File: src/rtl/core/packet_interval_payload_meter_top_assert.svh
// Assertion macros for the packet interval and payload meter.
// Used by the top level; expects aclk and aresetn in the including scope.
`ifndef PACKET_INTERVAL_PAYLOAD_METER_TOP_ASSERT_SVH
`define PACKET_INTERVAL_PAYLOAD_METER_TOP_ASSERT_SVH
`ifndef SYNTHESIS
// Plain property, checked at every clock outside reset
`define PIPM_ASSERT(lbl, prop) \
    lbl: assert property (@(posedge aclk) disable iff (!aresetn) (prop)) \
        else $error("pipm: assertion failed");
// Same-cycle implication
`define PIPM_ASSERT_IMP(lbl, ante, cons) \
    lbl: assert property (@(posedge aclk) disable iff (!aresetn) (ante) |-> (cons)) \
        else $error("pipm: implication failed");
// Next-cycle implication
`define PIPM_ASSERT_NXT(lbl, ante, cons) \
    lbl: assert property (@(posedge aclk) disable iff (!aresetn) (ante) |=> (cons)) \
        else $error("pipm: next-cycle implication failed");
`else
`define PIPM_ASSERT(lbl, prop)
`define PIPM_ASSERT_IMP(lbl, ante, cons)
`define PIPM_ASSERT_NXT(lbl, ante, cons)
`endif
`endif

File: src/rtl/core/pipm_pkg.sv
// Shared types, constants and helpers of the packet interval and payload meter.
// No dependencies.
package pipm_pkg;

    // Byte total width default
    localparam int unsigned BYTE_COUNT_WIDTH_DEF = 48;

    // Time arithmetic widths
    localparam int unsigned SEC_WIDTH      = 32;
    localparam int unsigned PS_WIDTH       = 40;
    localparam int unsigned SEC_NORM_WIDTH = SEC_WIDTH + 1;
    localparam int unsigned SEC_LO_WIDTH   = 17;
    localparam int unsigned SEC_HI_WIDTH   = SEC_NORM_WIDTH - SEC_LO_WIDTH;
    localparam int unsigned LO_PROD_WIDTH  = SEC_LO_WIDTH + PS_WIDTH;
    localparam int unsigned HI_PROD_WIDTH  = SEC_HI_WIDTH + PS_WIDTH;
    localparam int unsigned ABS_WIDTH      = 72;
    localparam int unsigned DIFF_WIDTH     = ABS_WIDTH + 1;
    localparam int unsigned THR_WIDTH      = 63;

    localparam logic [PS_WIDTH-1:0] PS_PER_SEC = 40'd1000000000000;

    // Header codes
    localparam logic [15:0] ETH_TYPE_IPV4 = 16'h0800;
    localparam logic [15:0] ETH_TYPE_VLAN = 16'h8100;
    localparam logic [7:0]  IP_PROTO_TCP  = 8'd6;
    localparam logic [7:0]  IP_PROTO_UDP  = 8'd17;
    localparam logic [17:0] ETH_HDR_BYTES = 18'd14;
    localparam logic [17:0] UDP_HDR_BYTES = 18'd8;

    typedef enum logic [1:0] {
        LEVEL_FRAME = 2'd0,
        LEVEL_ETH   = 2'd1,
        LEVEL_IP    = 2'd2,
        LEVEL_APP   = 2'd3
    } level_t;

    typedef enum logic {
        KIND_GAP    = 1'b0,
        KIND_WINDOW = 1'b1
    } kind_t;

    typedef enum logic {
        REG_PAYLOAD_LEVEL = 1'b0,
        REG_THRESHOLD     = 1'b1
    } reg_index_t;

    // Clamp a signed picosecond difference to the signed 64-bit range
    function automatic logic signed [63:0] sat_s64(input logic signed [DIFF_WIDTH-1:0] d);
        logic fits;
        fits = (d[DIFF_WIDTH-1:63] == '0) || (d[DIFF_WIDTH-1:63] == '1);
        if (fits) begin
            return d[63:0];
        end else if (d[DIFF_WIDTH-1]) begin
            return {1'b1, 63'd0};
        end else begin
            return {1'b0, {63{1'b1}}};
        end
    endfunction

endpackage

File: src/rtl/core/pipm_payload_calc.sv
// Payload size at the selected protocol layer, clamped at zero.
// Depends on pipm_pkg.
module pipm_payload_calc
    import pipm_pkg::*;
(
    input  level_t      level,
    input  logic [15:0] frame_length,
    input  logic [15:0] ether_type,
    input  logic [15:0] ip_total_length,
    input  logic [3:0]  ip_header_words,
    input  logic [7:0]  ip_protocol,
    input  logic [3:0]  tcp_offset_words,
    input  logic [15:0] udp_length,
    output logic [15:0] payload_bytes
);

    logic        is_ipv4;
    logic [17:0] len_w;
    logic [17:0] iplen_w;
    logic [17:0] ulen_w;
    logic [17:0] ihl_bytes;
    logic [17:0] doff_bytes;
    logic [17:0] size_w;

    // VLAN-tagged frames are parsed as IPv4
    assign is_ipv4    = (ether_type == ETH_TYPE_IPV4) || (ether_type == ETH_TYPE_VLAN);
    assign len_w      = {2'd0, frame_length};
    assign iplen_w    = {2'd0, ip_total_length};
    assign ulen_w     = {2'd0, udp_length};
    assign ihl_bytes  = {12'd0, ip_header_words, 2'd0};
    assign doff_bytes = {12'd0, tcp_offset_words, 2'd0};

    // Two's complement size; bit 17 is the sign
    always_comb begin
        size_w = '0;
        unique case (level)
            LEVEL_FRAME: size_w = len_w;
            LEVEL_ETH:   size_w = len_w - ETH_HDR_BYTES;
            LEVEL_IP: begin
                if (is_ipv4) begin
                    size_w = iplen_w - ihl_bytes;
                end
            end
            LEVEL_APP: begin
                if (is_ipv4 && ip_protocol == IP_PROTO_TCP) begin
                    size_w = iplen_w - doff_bytes - ihl_bytes;
                end else if (is_ipv4 && ip_protocol == IP_PROTO_UDP) begin
                    size_w = ulen_w - UDP_HDR_BYTES;
                end
            end
            default: size_w = '0;
        endcase
    end

    // Negative sizes count as zero
    assign payload_bytes = size_w[17] ? 16'd0 : size_w[15:0];

endmodule

File: src/rtl/core/packet_interval_payload_meter_top.sv
// Packet interval and payload meter: top level with time pipeline and window state.
// Depends on pipm_pkg, pipm_payload_calc and packet_interval_payload_meter_top_assert.svh.
//
// Usage:
//   s_* carries one packet header summary and capture stamp per transfer.
//   m_* carries at most one result per packet: m_tuser 0 is an interarrival
//   line, 1 a window report (window closed because the gap exceeded the
//   threshold; the current packet opens the next window).
//   cfg_we/cfg_addr/cfg_wdata write payload_level (0) and the gap threshold (1);
//   write them only while no packet is in flight.
// Throughput: one packet per cycle while the output is not stalled. The only loop is
//   the window state update, one 72-bit subtract and compare against the threshold per packet.
// Pipeline: a result passes normalize, seconds multiply, absolute time sum and
//   window update into the output register, in that order; a stall can hold it.
// Reset (synchronous, aresetn low) empties the pipeline, clears window state
//   and sets payload_level and threshold to zero; no clearing pass follows.
// Stall: with m_tready low the output register holds its result; packets
//   keep entering until the three internal stages fill, then s_tready drops.
`include "packet_interval_payload_meter_top_assert.svh"

module packet_interval_payload_meter_top
    import pipm_pkg::*;
#(
    parameter int unsigned BYTE_COUNT_WIDTH = BYTE_COUNT_WIDTH_DEF
) (
    input  logic         aclk,
    input  logic         aresetn,
    // Input summary
    input  logic         s_tvalid,
    output logic         s_tready,
    // frame_length[15:0], ether_type[31:16], ip_total_length[47:32],
    // ip_header_words[51:48], ip_protocol[59:52], tcp_offset_words[63:60],
    // udp_length[79:64], stamp_seconds[111:80], stamp_picoseconds[151:112]
    input  logic [151:0] s_tdata,
    // Results
    output logic         m_tvalid,
    input  logic         m_tready,
    // out_seconds[31:0], out_picoseconds[71:32], gap_ps[135:72],
    // window_packets[167:136], window_bytes[215:168], window_span_ps[279:216]
    output logic [279:0] m_tdata,
    // report_kind[0]
    output logic         m_tuser,
    // Configuration
    input  logic         cfg_we,
    input  logic         cfg_addr,
    input  logic [62:0]  cfg_wdata
);

    // ------------------------------------------------------------------
    // Configuration registers
    level_t               level_reg;
    logic [THR_WIDTH-1:0] thr_reg;

    always_ff @(posedge aclk) begin
        if (!aresetn) begin
            level_reg <= LEVEL_FRAME;
            thr_reg   <= '0;
        end else if (cfg_we) begin
            unique case (reg_index_t'(cfg_addr))
                REG_PAYLOAD_LEVEL: level_reg <= level_t'(cfg_wdata[1:0]);
                REG_THRESHOLD:     thr_reg   <= cfg_wdata;
                default:           thr_reg   <= thr_reg;
            endcase
        end
    end

    // ------------------------------------------------------------------
    // Input unpacking
    logic [15:0]          in_frame_length;
    logic [15:0]          in_ether_type;
    logic [15:0]          in_ip_total_length;
    logic [3:0]           in_ip_header_words;
    logic [7:0]           in_ip_protocol;
    logic [3:0]           in_tcp_offset_words;
    logic [15:0]          in_udp_length;
    logic [SEC_WIDTH-1:0] in_sec;
    logic [PS_WIDTH-1:0]  in_ps;
    logic [15:0]          in_payload;

    assign in_frame_length     = s_tdata[15:0];
    assign in_ether_type       = s_tdata[31:16];
    assign in_ip_total_length  = s_tdata[47:32];
    assign in_ip_header_words  = s_tdata[51:48];
    assign in_ip_protocol      = s_tdata[59:52];
    assign in_tcp_offset_words = s_tdata[63:60];
    assign in_udp_length       = s_tdata[79:64];
    assign in_sec              = s_tdata[111:80];
    assign in_ps               = s_tdata[151:112];

    pipm_payload_calc u_payload (
        .level            (level_reg),
        .frame_length     (in_frame_length),
        .ether_type       (in_ether_type),
        .ip_total_length  (in_ip_total_length),
        .ip_header_words  (in_ip_header_words),
        .ip_protocol      (in_ip_protocol),
        .tcp_offset_words (in_tcp_offset_words),
        .udp_length       (in_udp_length),
        .payload_bytes    (in_payload)
    );

    // ------------------------------------------------------------------
    // Pipeline flow control: each stage loads when it is empty or moving on
    logic s1_valid_reg, s2_valid_reg, s3_valid_reg, m_valid_reg;
    logic out_free, s3_adv, s3_free, s2_free, s1_free;

    assign out_free = !m_valid_reg || m_tready;
    assign s3_adv   = s3_valid_reg && out_free;
    assign s3_free  = !s3_valid_reg || s3_adv;
    assign s2_free  = !s2_valid_reg || s3_free;
    assign s1_free  = !s1_valid_reg || s2_free;
    assign s_tready = s1_free;

    always_ff @(posedge aclk) begin
        if (!aresetn) begin
            s1_valid_reg <= 1'b0;
            s2_valid_reg <= 1'b0;
            s3_valid_reg <= 1'b0;
        end else begin
            if (s1_free) begin
                s1_valid_reg <= s_tvalid;
            end
            if (s2_free) begin
                s2_valid_reg <= s1_valid_reg;
            end
            if (s3_free) begin
                s3_valid_reg <= s2_valid_reg;
            end
        end
    end

    // ------------------------------------------------------------------
    // Stage 1: carry a picosecond field of a second or more into the seconds
    logic [SEC_WIDTH-1:0]      s1_sec_reg;
    logic [PS_WIDTH-1:0]       s1_ps_reg;
    logic [SEC_NORM_WIDTH-1:0] s1_sec_norm_reg;
    logic [PS_WIDTH-1:0]       s1_ps_norm_reg;
    logic [15:0]               s1_pay_reg;
    logic                      in_ps_carry;

    assign in_ps_carry = (in_ps >= PS_PER_SEC);

    always_ff @(posedge aclk) begin
        if (s1_free) begin
            s1_sec_reg      <= in_sec;
            s1_ps_reg       <= in_ps;
            s1_sec_norm_reg <= {1'b0, in_sec} + SEC_NORM_WIDTH'(in_ps_carry);
            s1_ps_norm_reg  <= in_ps_carry ? (in_ps - PS_PER_SEC) : in_ps;
            s1_pay_reg      <= in_payload;
        end
    end

    // ------------------------------------------------------------------
    // Stage 2: seconds times 10^12 as two partial products
    logic [SEC_WIDTH-1:0]     s2_sec_reg;
    logic [PS_WIDTH-1:0]      s2_ps_reg;
    logic [PS_WIDTH-1:0]      s2_ps_norm_reg;
    logic [LO_PROD_WIDTH-1:0] s2_lo_prod_reg;
    logic [HI_PROD_WIDTH-1:0] s2_hi_prod_reg;
    logic [15:0]              s2_pay_reg;

    always_ff @(posedge aclk) begin
        if (s2_free) begin
            s2_sec_reg     <= s1_sec_reg;
            s2_ps_reg      <= s1_ps_reg;
            s2_ps_norm_reg <= s1_ps_norm_reg;
            s2_lo_prod_reg <= LO_PROD_WIDTH'(s1_sec_norm_reg[SEC_LO_WIDTH-1:0])
                              * LO_PROD_WIDTH'(PS_PER_SEC);
            s2_hi_prod_reg <= HI_PROD_WIDTH'(s1_sec_norm_reg[SEC_NORM_WIDTH-1:SEC_LO_WIDTH])
                              * HI_PROD_WIDTH'(PS_PER_SEC);
            s2_pay_reg     <= s1_pay_reg;
        end
    end

    // ------------------------------------------------------------------
    // Stage 3: absolute stamp in picoseconds
    logic [SEC_WIDTH-1:0] s3_sec_reg;
    logic [PS_WIDTH-1:0]  s3_ps_reg;
    logic [ABS_WIDTH-1:0] s3_abs_reg;
    logic [15:0]          s3_pay_reg;

    always_ff @(posedge aclk) begin
        if (s3_free) begin
            s3_sec_reg <= s2_sec_reg;
            s3_ps_reg  <= s2_ps_reg;
            s3_abs_reg <= ABS_WIDTH'({s2_hi_prod_reg, {SEC_LO_WIDTH{1'b0}}})
                          + ABS_WIDTH'(s2_lo_prod_reg) + ABS_WIDTH'(s2_ps_norm_reg);
            s3_pay_reg <= s2_pay_reg;
        end
    end

    // ------------------------------------------------------------------
    // Window state and per-packet decision
    logic                        seen_first_reg, seen_first_next;
    logic [ABS_WIDTH-1:0]        prev_abs_reg, prev_abs_next;
    logic [ABS_WIDTH-1:0]        start_abs_reg, start_abs_next;
    logic [31:0]                 win_pkts_reg, win_pkts_next;
    logic [BYTE_COUNT_WIDTH-1:0] win_bytes_reg, win_bytes_next;

    logic [ABS_WIDTH-1:0]        prev_eff, start_eff;
    logic signed [DIFF_WIDTH-1:0] gap_diff, span_diff;
    logic signed [63:0]          gap_sat;
    logic                        is_report, is_line;
    logic [31:0]                 pkts_base;
    logic [BYTE_COUNT_WIDTH-1:0] bytes_base;
    logic [BYTE_COUNT_WIDTH:0]   byte_sum;
    logic [63:0]                 win_bytes_ext;

    // The first packet stands in for the missing history
    assign prev_eff  = seen_first_reg ? prev_abs_reg  : s3_abs_reg;
    assign start_eff = seen_first_reg ? start_abs_reg : s3_abs_reg;
    assign gap_diff  = $signed({1'b0, s3_abs_reg}) - $signed({1'b0, prev_eff});
    assign span_diff = $signed({1'b0, prev_eff}) - $signed({1'b0, start_eff});
    assign gap_sat   = sat_s64(gap_diff);

    // Positive saturated gap above the threshold closes the window
    assign is_report = !gap_sat[63] && (gap_sat[THR_WIDTH-1:0] > thr_reg);
    assign is_line   = !is_report && (win_pkts_reg != '0);

    assign pkts_base     = is_report ? '0 : win_pkts_reg;
    assign bytes_base    = is_report ? '0 : win_bytes_reg;
    assign byte_sum      = {1'b0, bytes_base} + (BYTE_COUNT_WIDTH + 1)'(s3_pay_reg);
    assign win_bytes_ext = 64'(win_bytes_reg);

    always_comb begin
        seen_first_next = seen_first_reg;
        prev_abs_next   = prev_abs_reg;
        start_abs_next  = start_abs_reg;
        win_pkts_next   = win_pkts_reg;
        win_bytes_next  = win_bytes_reg;
        if (s3_adv) begin
            seen_first_next = 1'b1;
            prev_abs_next   = s3_abs_reg;
            start_abs_next  = (is_report || !seen_first_reg) ? s3_abs_reg : start_abs_reg;
            win_pkts_next   = (pkts_base == '1) ? pkts_base : pkts_base + 32'd1;
            win_bytes_next  = byte_sum[BYTE_COUNT_WIDTH] ? '1 : byte_sum[BYTE_COUNT_WIDTH-1:0];
        end
    end

    always_ff @(posedge aclk) begin
        if (!aresetn) begin
            seen_first_reg <= 1'b0;
            prev_abs_reg   <= '0;
            start_abs_reg  <= '0;
            win_pkts_reg   <= '0;
            win_bytes_reg  <= '0;
        end else begin
            seen_first_reg <= seen_first_next;
            prev_abs_reg   <= prev_abs_next;
            start_abs_reg  <= start_abs_next;
            win_pkts_reg   <= win_pkts_next;
            win_bytes_reg  <= win_bytes_next;
        end
    end

    // ------------------------------------------------------------------
    // Output register
    kind_t                m_kind_reg;
    logic [SEC_WIDTH-1:0] m_sec_reg;
    logic [PS_WIDTH-1:0]  m_ps_reg;
    logic [63:0]          m_gap_reg;
    logic [31:0]          m_wpkts_reg;
    logic [47:0]          m_wbytes_reg;
    logic [63:0]          m_span_reg;

    always_ff @(posedge aclk) begin
        if (!aresetn) begin
            m_valid_reg <= 1'b0;
        end else if (s3_adv) begin
            m_valid_reg <= is_report || is_line;
        end else if (m_tready) begin
            m_valid_reg <= 1'b0;
        end
    end

    always_ff @(posedge aclk) begin
        if (s3_adv) begin
            m_kind_reg   <= is_report ? KIND_WINDOW : KIND_GAP;
            m_sec_reg    <= s3_sec_reg;
            m_ps_reg     <= s3_ps_reg;
            m_gap_reg    <= gap_sat;
            m_wpkts_reg  <= is_report ? win_pkts_reg : '0;
            m_wbytes_reg <= is_report ? win_bytes_ext[47:0] : '0;
            m_span_reg   <= is_report ? sat_s64(span_diff) : '0;
        end
    end

    assign m_tvalid = m_valid_reg;
    assign m_tuser  = m_kind_reg;
    assign m_tdata  = {m_span_reg, m_wbytes_reg, m_wpkts_reg, m_gap_reg, m_ps_reg, m_sec_reg};

    // ------------------------------------------------------------------
    // Checks
    `PIPM_ASSERT_IMP(a_report_needs_history, s3_adv && is_report, seen_first_reg)
    `PIPM_ASSERT_NXT(a_count_nonzero_after_packet, s3_adv, win_pkts_reg != '0)
    `PIPM_ASSERT_IMP(a_report_gap_positive, m_valid_reg && (m_kind_reg == KIND_WINDOW),
                     !m_gap_reg[63] && (m_gap_reg != '0))
    `PIPM_ASSERT_IMP(a_result_from_stage3, $rose(m_valid_reg), $past(s3_adv))

endmodule
File: config.mk
export PLATFORM = sky130hd
export DESIGN_NAME = packet_interval_payload_meter_top
export DESIGN_NICKNAME = d
export VERILOG_FILES = /design/src/rtl/core/pipm_pkg.sv /design/src/rtl/core/pipm_payload_calc.sv /design/src/rtl/core/packet_interval_payload_meter_top.sv
export VERILOG_INCLUDE_DIRS = /design/src /design/src/rtl/core
export SDC_FILE = /design/constraint.sdc
export NUM_CORES = 2
export LEC_CHECK = 0
export BUFFER_PORTS_ARGS = -buffer_cell sky130_fd_sc_hd__buf_2
export CAP_MARGIN = 20
export CORE_MARGIN = 2
export CORE_UTILIZATION = 45
export DETAILED_ROUTE_END_ITERATION = 10
export PLACE_DENSITY = 0.6
export SKIP_CTS_REPAIR_TIMING = 1
export SYNTH_ARGS = -nofsm -noshare
export SYNTH_HDL_FRONTEND = slang
export SYNTH_HIERARCHICAL = 1
export SYNTH_SLANG_ARGS = --single-unit
File: constraint.sdc
create_clock -name aclk -period 25.3 [get_ports aclk]
set_input_delay 1.265 -clock aclk [delete_from_list [all_inputs] [get_ports aclk]]
set_output_delay 1.265 -clock aclk [all_outputs]
set_load 0.02 [all_outputs]
==> results.sh <==
export IMPL_dp_cells=9454
export IMPL_cp_slowest_cell="buf_4"
export IMPL_critPathKind="register to register"
export IMPL_syn_nets=8300
export IMPL_die_y_um=402
export IMPL_cts_inserted_buffers=117
export IMPL_tns_ps=0
export IMPL_ys_top_cells_by_area="edfxtp_1 33%, ha_1 12%, dfxtp_1 8.2%"
export IMPL_die_w_um=402
export IMPL_grt_pass1_vias=52800
export IMPL_intPower_mw=6.03
export IMPL_synth_xor_area_share_pct=4.56
export IMPL_slew_headroom_pct=29.1
export IMPL_async_reset_ff_share_pct=0
export IMPL_ir_drop_uv=172
export IMPL_ys_ff_latch=1076
export IMPL_period_needed_ps=13540
export IMPL_viasPerCell=5.63
export IMPL_worst_pin_slew_ps=1060
export IMPL_yosys_warnings=6
export IMPL_placedInstanceArea_mm2=0.0757
export IMPL_grt_setup_unrepaired="no"
export IMPL_worstReg2RegEnd="win_bytes_reg[28]"
export IMPL_syn2layout_area_growth_pct=11.7
export IMPL_synth_edf_count=782
export IMPL_timing_final_crit_share_pct=53.5
export IMPL_yosysSeqAreaShare_pct=41.1
export IMPL_pwr_share_clk_pct=14.8
export IMPL_r2r_start="seen_first_reg"
export IMPL_critPathArrivalTime_ps=14180
export IMPL_rr_worst_depth=42
export IMPL_grt_ovfl_total=0
export IMPL_clk_path_buf_depth=3
export IMPL_hold_viol=0
export IMPL_place_gp_congestion=0.956
export IMPL_drive_above_1_share_pct=10.9
export IMPL_synthFlopType="edfxtp_1"
export IMPL_grt_pass1_wl_um=320000
export IMPL_power_density_mw_per_mm2=146
export IMPL_final_common_cell="edfxtp_1"
export IMPL_core_mm2=0.158
export IMPL_clock_skew_ps=58.3
export IMPL_fmax_mhz=73.8
export IMPL_vias=54600
export IMPL_start_util_pct=45.2
export IMPL_io_pins=504
export IMPL_worst_path_max_fanout=110
export IMPL_maxSlewViolCount=0
export IMPL_power_switching_mw=5.64
export IMPL_synth_simple_area_share_pct=14.4
export IMPL_hold_class="register to register"
export IMPL_synth_adder_area_share_pct=19.4
export IMPL_htree_levels=3
export IMPL_combPwrFrac_pct=63.6
export IMPL_min_delay_path_depth=0
export IMPL_drc=0
export IMPL_avgSynthCellArea_um2=10.0
export IMPL_min_delay_start="s3_sec_reg[28]"
export IMPL_cts_sinks=1076
export IMPL_cts_clk_slew_worst_paths_ps=70
export IMPL_yosys_mux_area_fraction_pct=0.333
export IMPL_place_hpwl_um=163000
export IMPL_syn_area_mm2=0.0714
export IMPL_synth_top_cell_area_share_pct=32.9
export IMPL_stdcell_count=9697
export IMPL_final_area_mm2=0.0798
export IMPL_synth_top_family_by_area="adder cells"
export IMPL_synth_compound_gate_area_share_pct=15.2
export IMPL_grtUsageTotal_pct=25.5
export IMPL_fill_cells=14500
export IMPL_drtIter0Drc=4697
export IMPL_start_kind="register"
export IMPL_die_area_mm2=0.162
export IMPL_required_ps=25940
export IMPL_rows=146
export IMPL_p_seq_share_pct=21.6
export IMPL_worstSetupEndpointType="register"
export IMPL_min_to="m_sec_reg[28]"
export IMPL_antenna_found_initial=21
export IMPL_wirelength_um=210000
export IMPL_root_buffer="clkbuf_16"
export IMPL_cpPeakStageDelay_ps=850
export IMPL_regToRegSetupSlack_ps=11760
export IMPL_maxCapViolCount=0
export IMPL_firstDrtPassIters=5
export IMPL_yosysTopAreaCell="edfxtp_1"
export IMPL_setup_viol=0
export IMPL_p_leak_nw=33.1
export IMPL_post_drt_wl_per_cell_um=21.7
export IMPL_grt_max_degree=142
export IMPL_hold_slack_ps=398
export IMPL_total_power_mw=11.7
export IMPL_cts_tree="built"
export IMPL_switching_share_pct=48.3
export IMPL_layout_common_cells="782 x edfxtp_1, 733 x nand2_1, 703 x a21oi_1"
export IMPL_postSynthCellCount=7135
export IMPL_yosysUniqueCellTypes=107
export IMPL_port_buffer_count=503
export IMPL_clkLatencyLatePin_ps=770
export IMPL_drtAntennaViolNets=0
export IMPL_outcome="finished clean"
export IMPL_layout_nets=8670
metal layers:
metal / part of all wire (%) / vias to the layer above / track usage, %
met5: 0.0062 / - / 0
met4: 3.2 / 2 / 7.99
met3: 5.7 / 308 / 3.39
met2: 44 / 1674 / 39.7
met1: 47 / 26300 / 36.8
li1: - / 26300 / -
how the worst max path moves through the flow:
stage / startpoint / end / slack, ps
after floorplan: m_tready / m_gap_reg[0] / 14490
after global placement: seen_first_reg / win_bytes_reg[28] / 11940
after detailed placement: seen_first_reg / win_bytes_reg[28] / 11740
after CTS: seen_first_reg / win_bytes_reg[28] / 11630
after global routing: seen_first_reg / win_bytes_reg[17] / 10860
final: seen_first_reg / win_bytes_reg[28] / 11760
cell usage after synthesis (19+ instances only):
cell type,number
edfxtp_1,782
nand2_1,736
a21oi_1,704
ha_1,671
inv_1,610
nor2_1,442
dfxtp_1,294
fa_1,273
xnor2_1,230
clkbuf_1,217
o21ai_0,211
a21o_1,177
nand3_1,150
xor2_1,142
and2_1,130
nand4_1,122
nor2b_1,118
nor3_1,92
nand2b_1,70
a221o_1,66
o211ai_1,63
nor4_1,62
and3_1,60
a31oi_1,56
o21bai_1,50
o21a_1,49
a211oi_1,41
buf_2,41
or3_1,35
o31ai_1,28
or2_2,23
o311ai_1,20
buf_1,19
area by class of cell:
class / count / area (um2) / share of cell area (%)
Clock buffer: 169 / 3250 / 4.08
Tap cell: 2072 / 2590 / 3.25
Inverter: 614 / 2330 / 2.92
Multi-Input combinational cell: 5148 / 38600 / 48.4
Sequential cell: 1076 / 29400 / 36.8
Timing Repair Buffer: 548 / 2930 / 3.68
Clock inverter: 55 / 654 / 0.821
Antenna cell: 15 / 37.5 / 0.0471
critical path: cells and delay by family (launching register included):
| kind | cells | cell delay, ps |
|---|---|---|
| adder cells (fa/ha/maj) | 4 | 1220 |
| AND/OR/NAND/NOR | 17 | 5520 |
| flip-flops | 1 | 380 |
| buffers and inverters | 5 | 2370 |
| AO/OA/AOI/OAI | 16 | 3690 |
kinds of logic (layout without fill, tap and decap cells):
logic type,count (synthesis),after routing
AND/OR/NAND/NOR,2128,2128
AO/OA/AOI/OAI,1681,1681
flip-flops,1076,1076
adder cells (fa/ha/maj),944,944
buffers and inverters,911,1386
XOR/XNOR,372,372
multiplexers,23,23
other,0,15
power by group through the flow:
stage / Combinational (mW) / Sequential, mW / Clock, mW
after global placement: 7.26 / 2.55 / 0
after global routing: 8.18 / 2.54 / 1.84
final: 7.42 / 2.51 / 1.73
after detailed placement: 7.30 / 2.55 / 0
after floorplan: 5.27 / 2.49 / 0
after CTS: 7.35 / 2.51 / 1.77
stage by stage:
stage               utilization (%)  setup slack [ps]
finish                         50.5             11760
floorplan                         -             14490
detailed placement             47.9             11740
global placement               47.9             11940
CTS                            50.4             11630
global route                   50.5             10860
No activity file was read; power rests on OpenSTA's default activity.
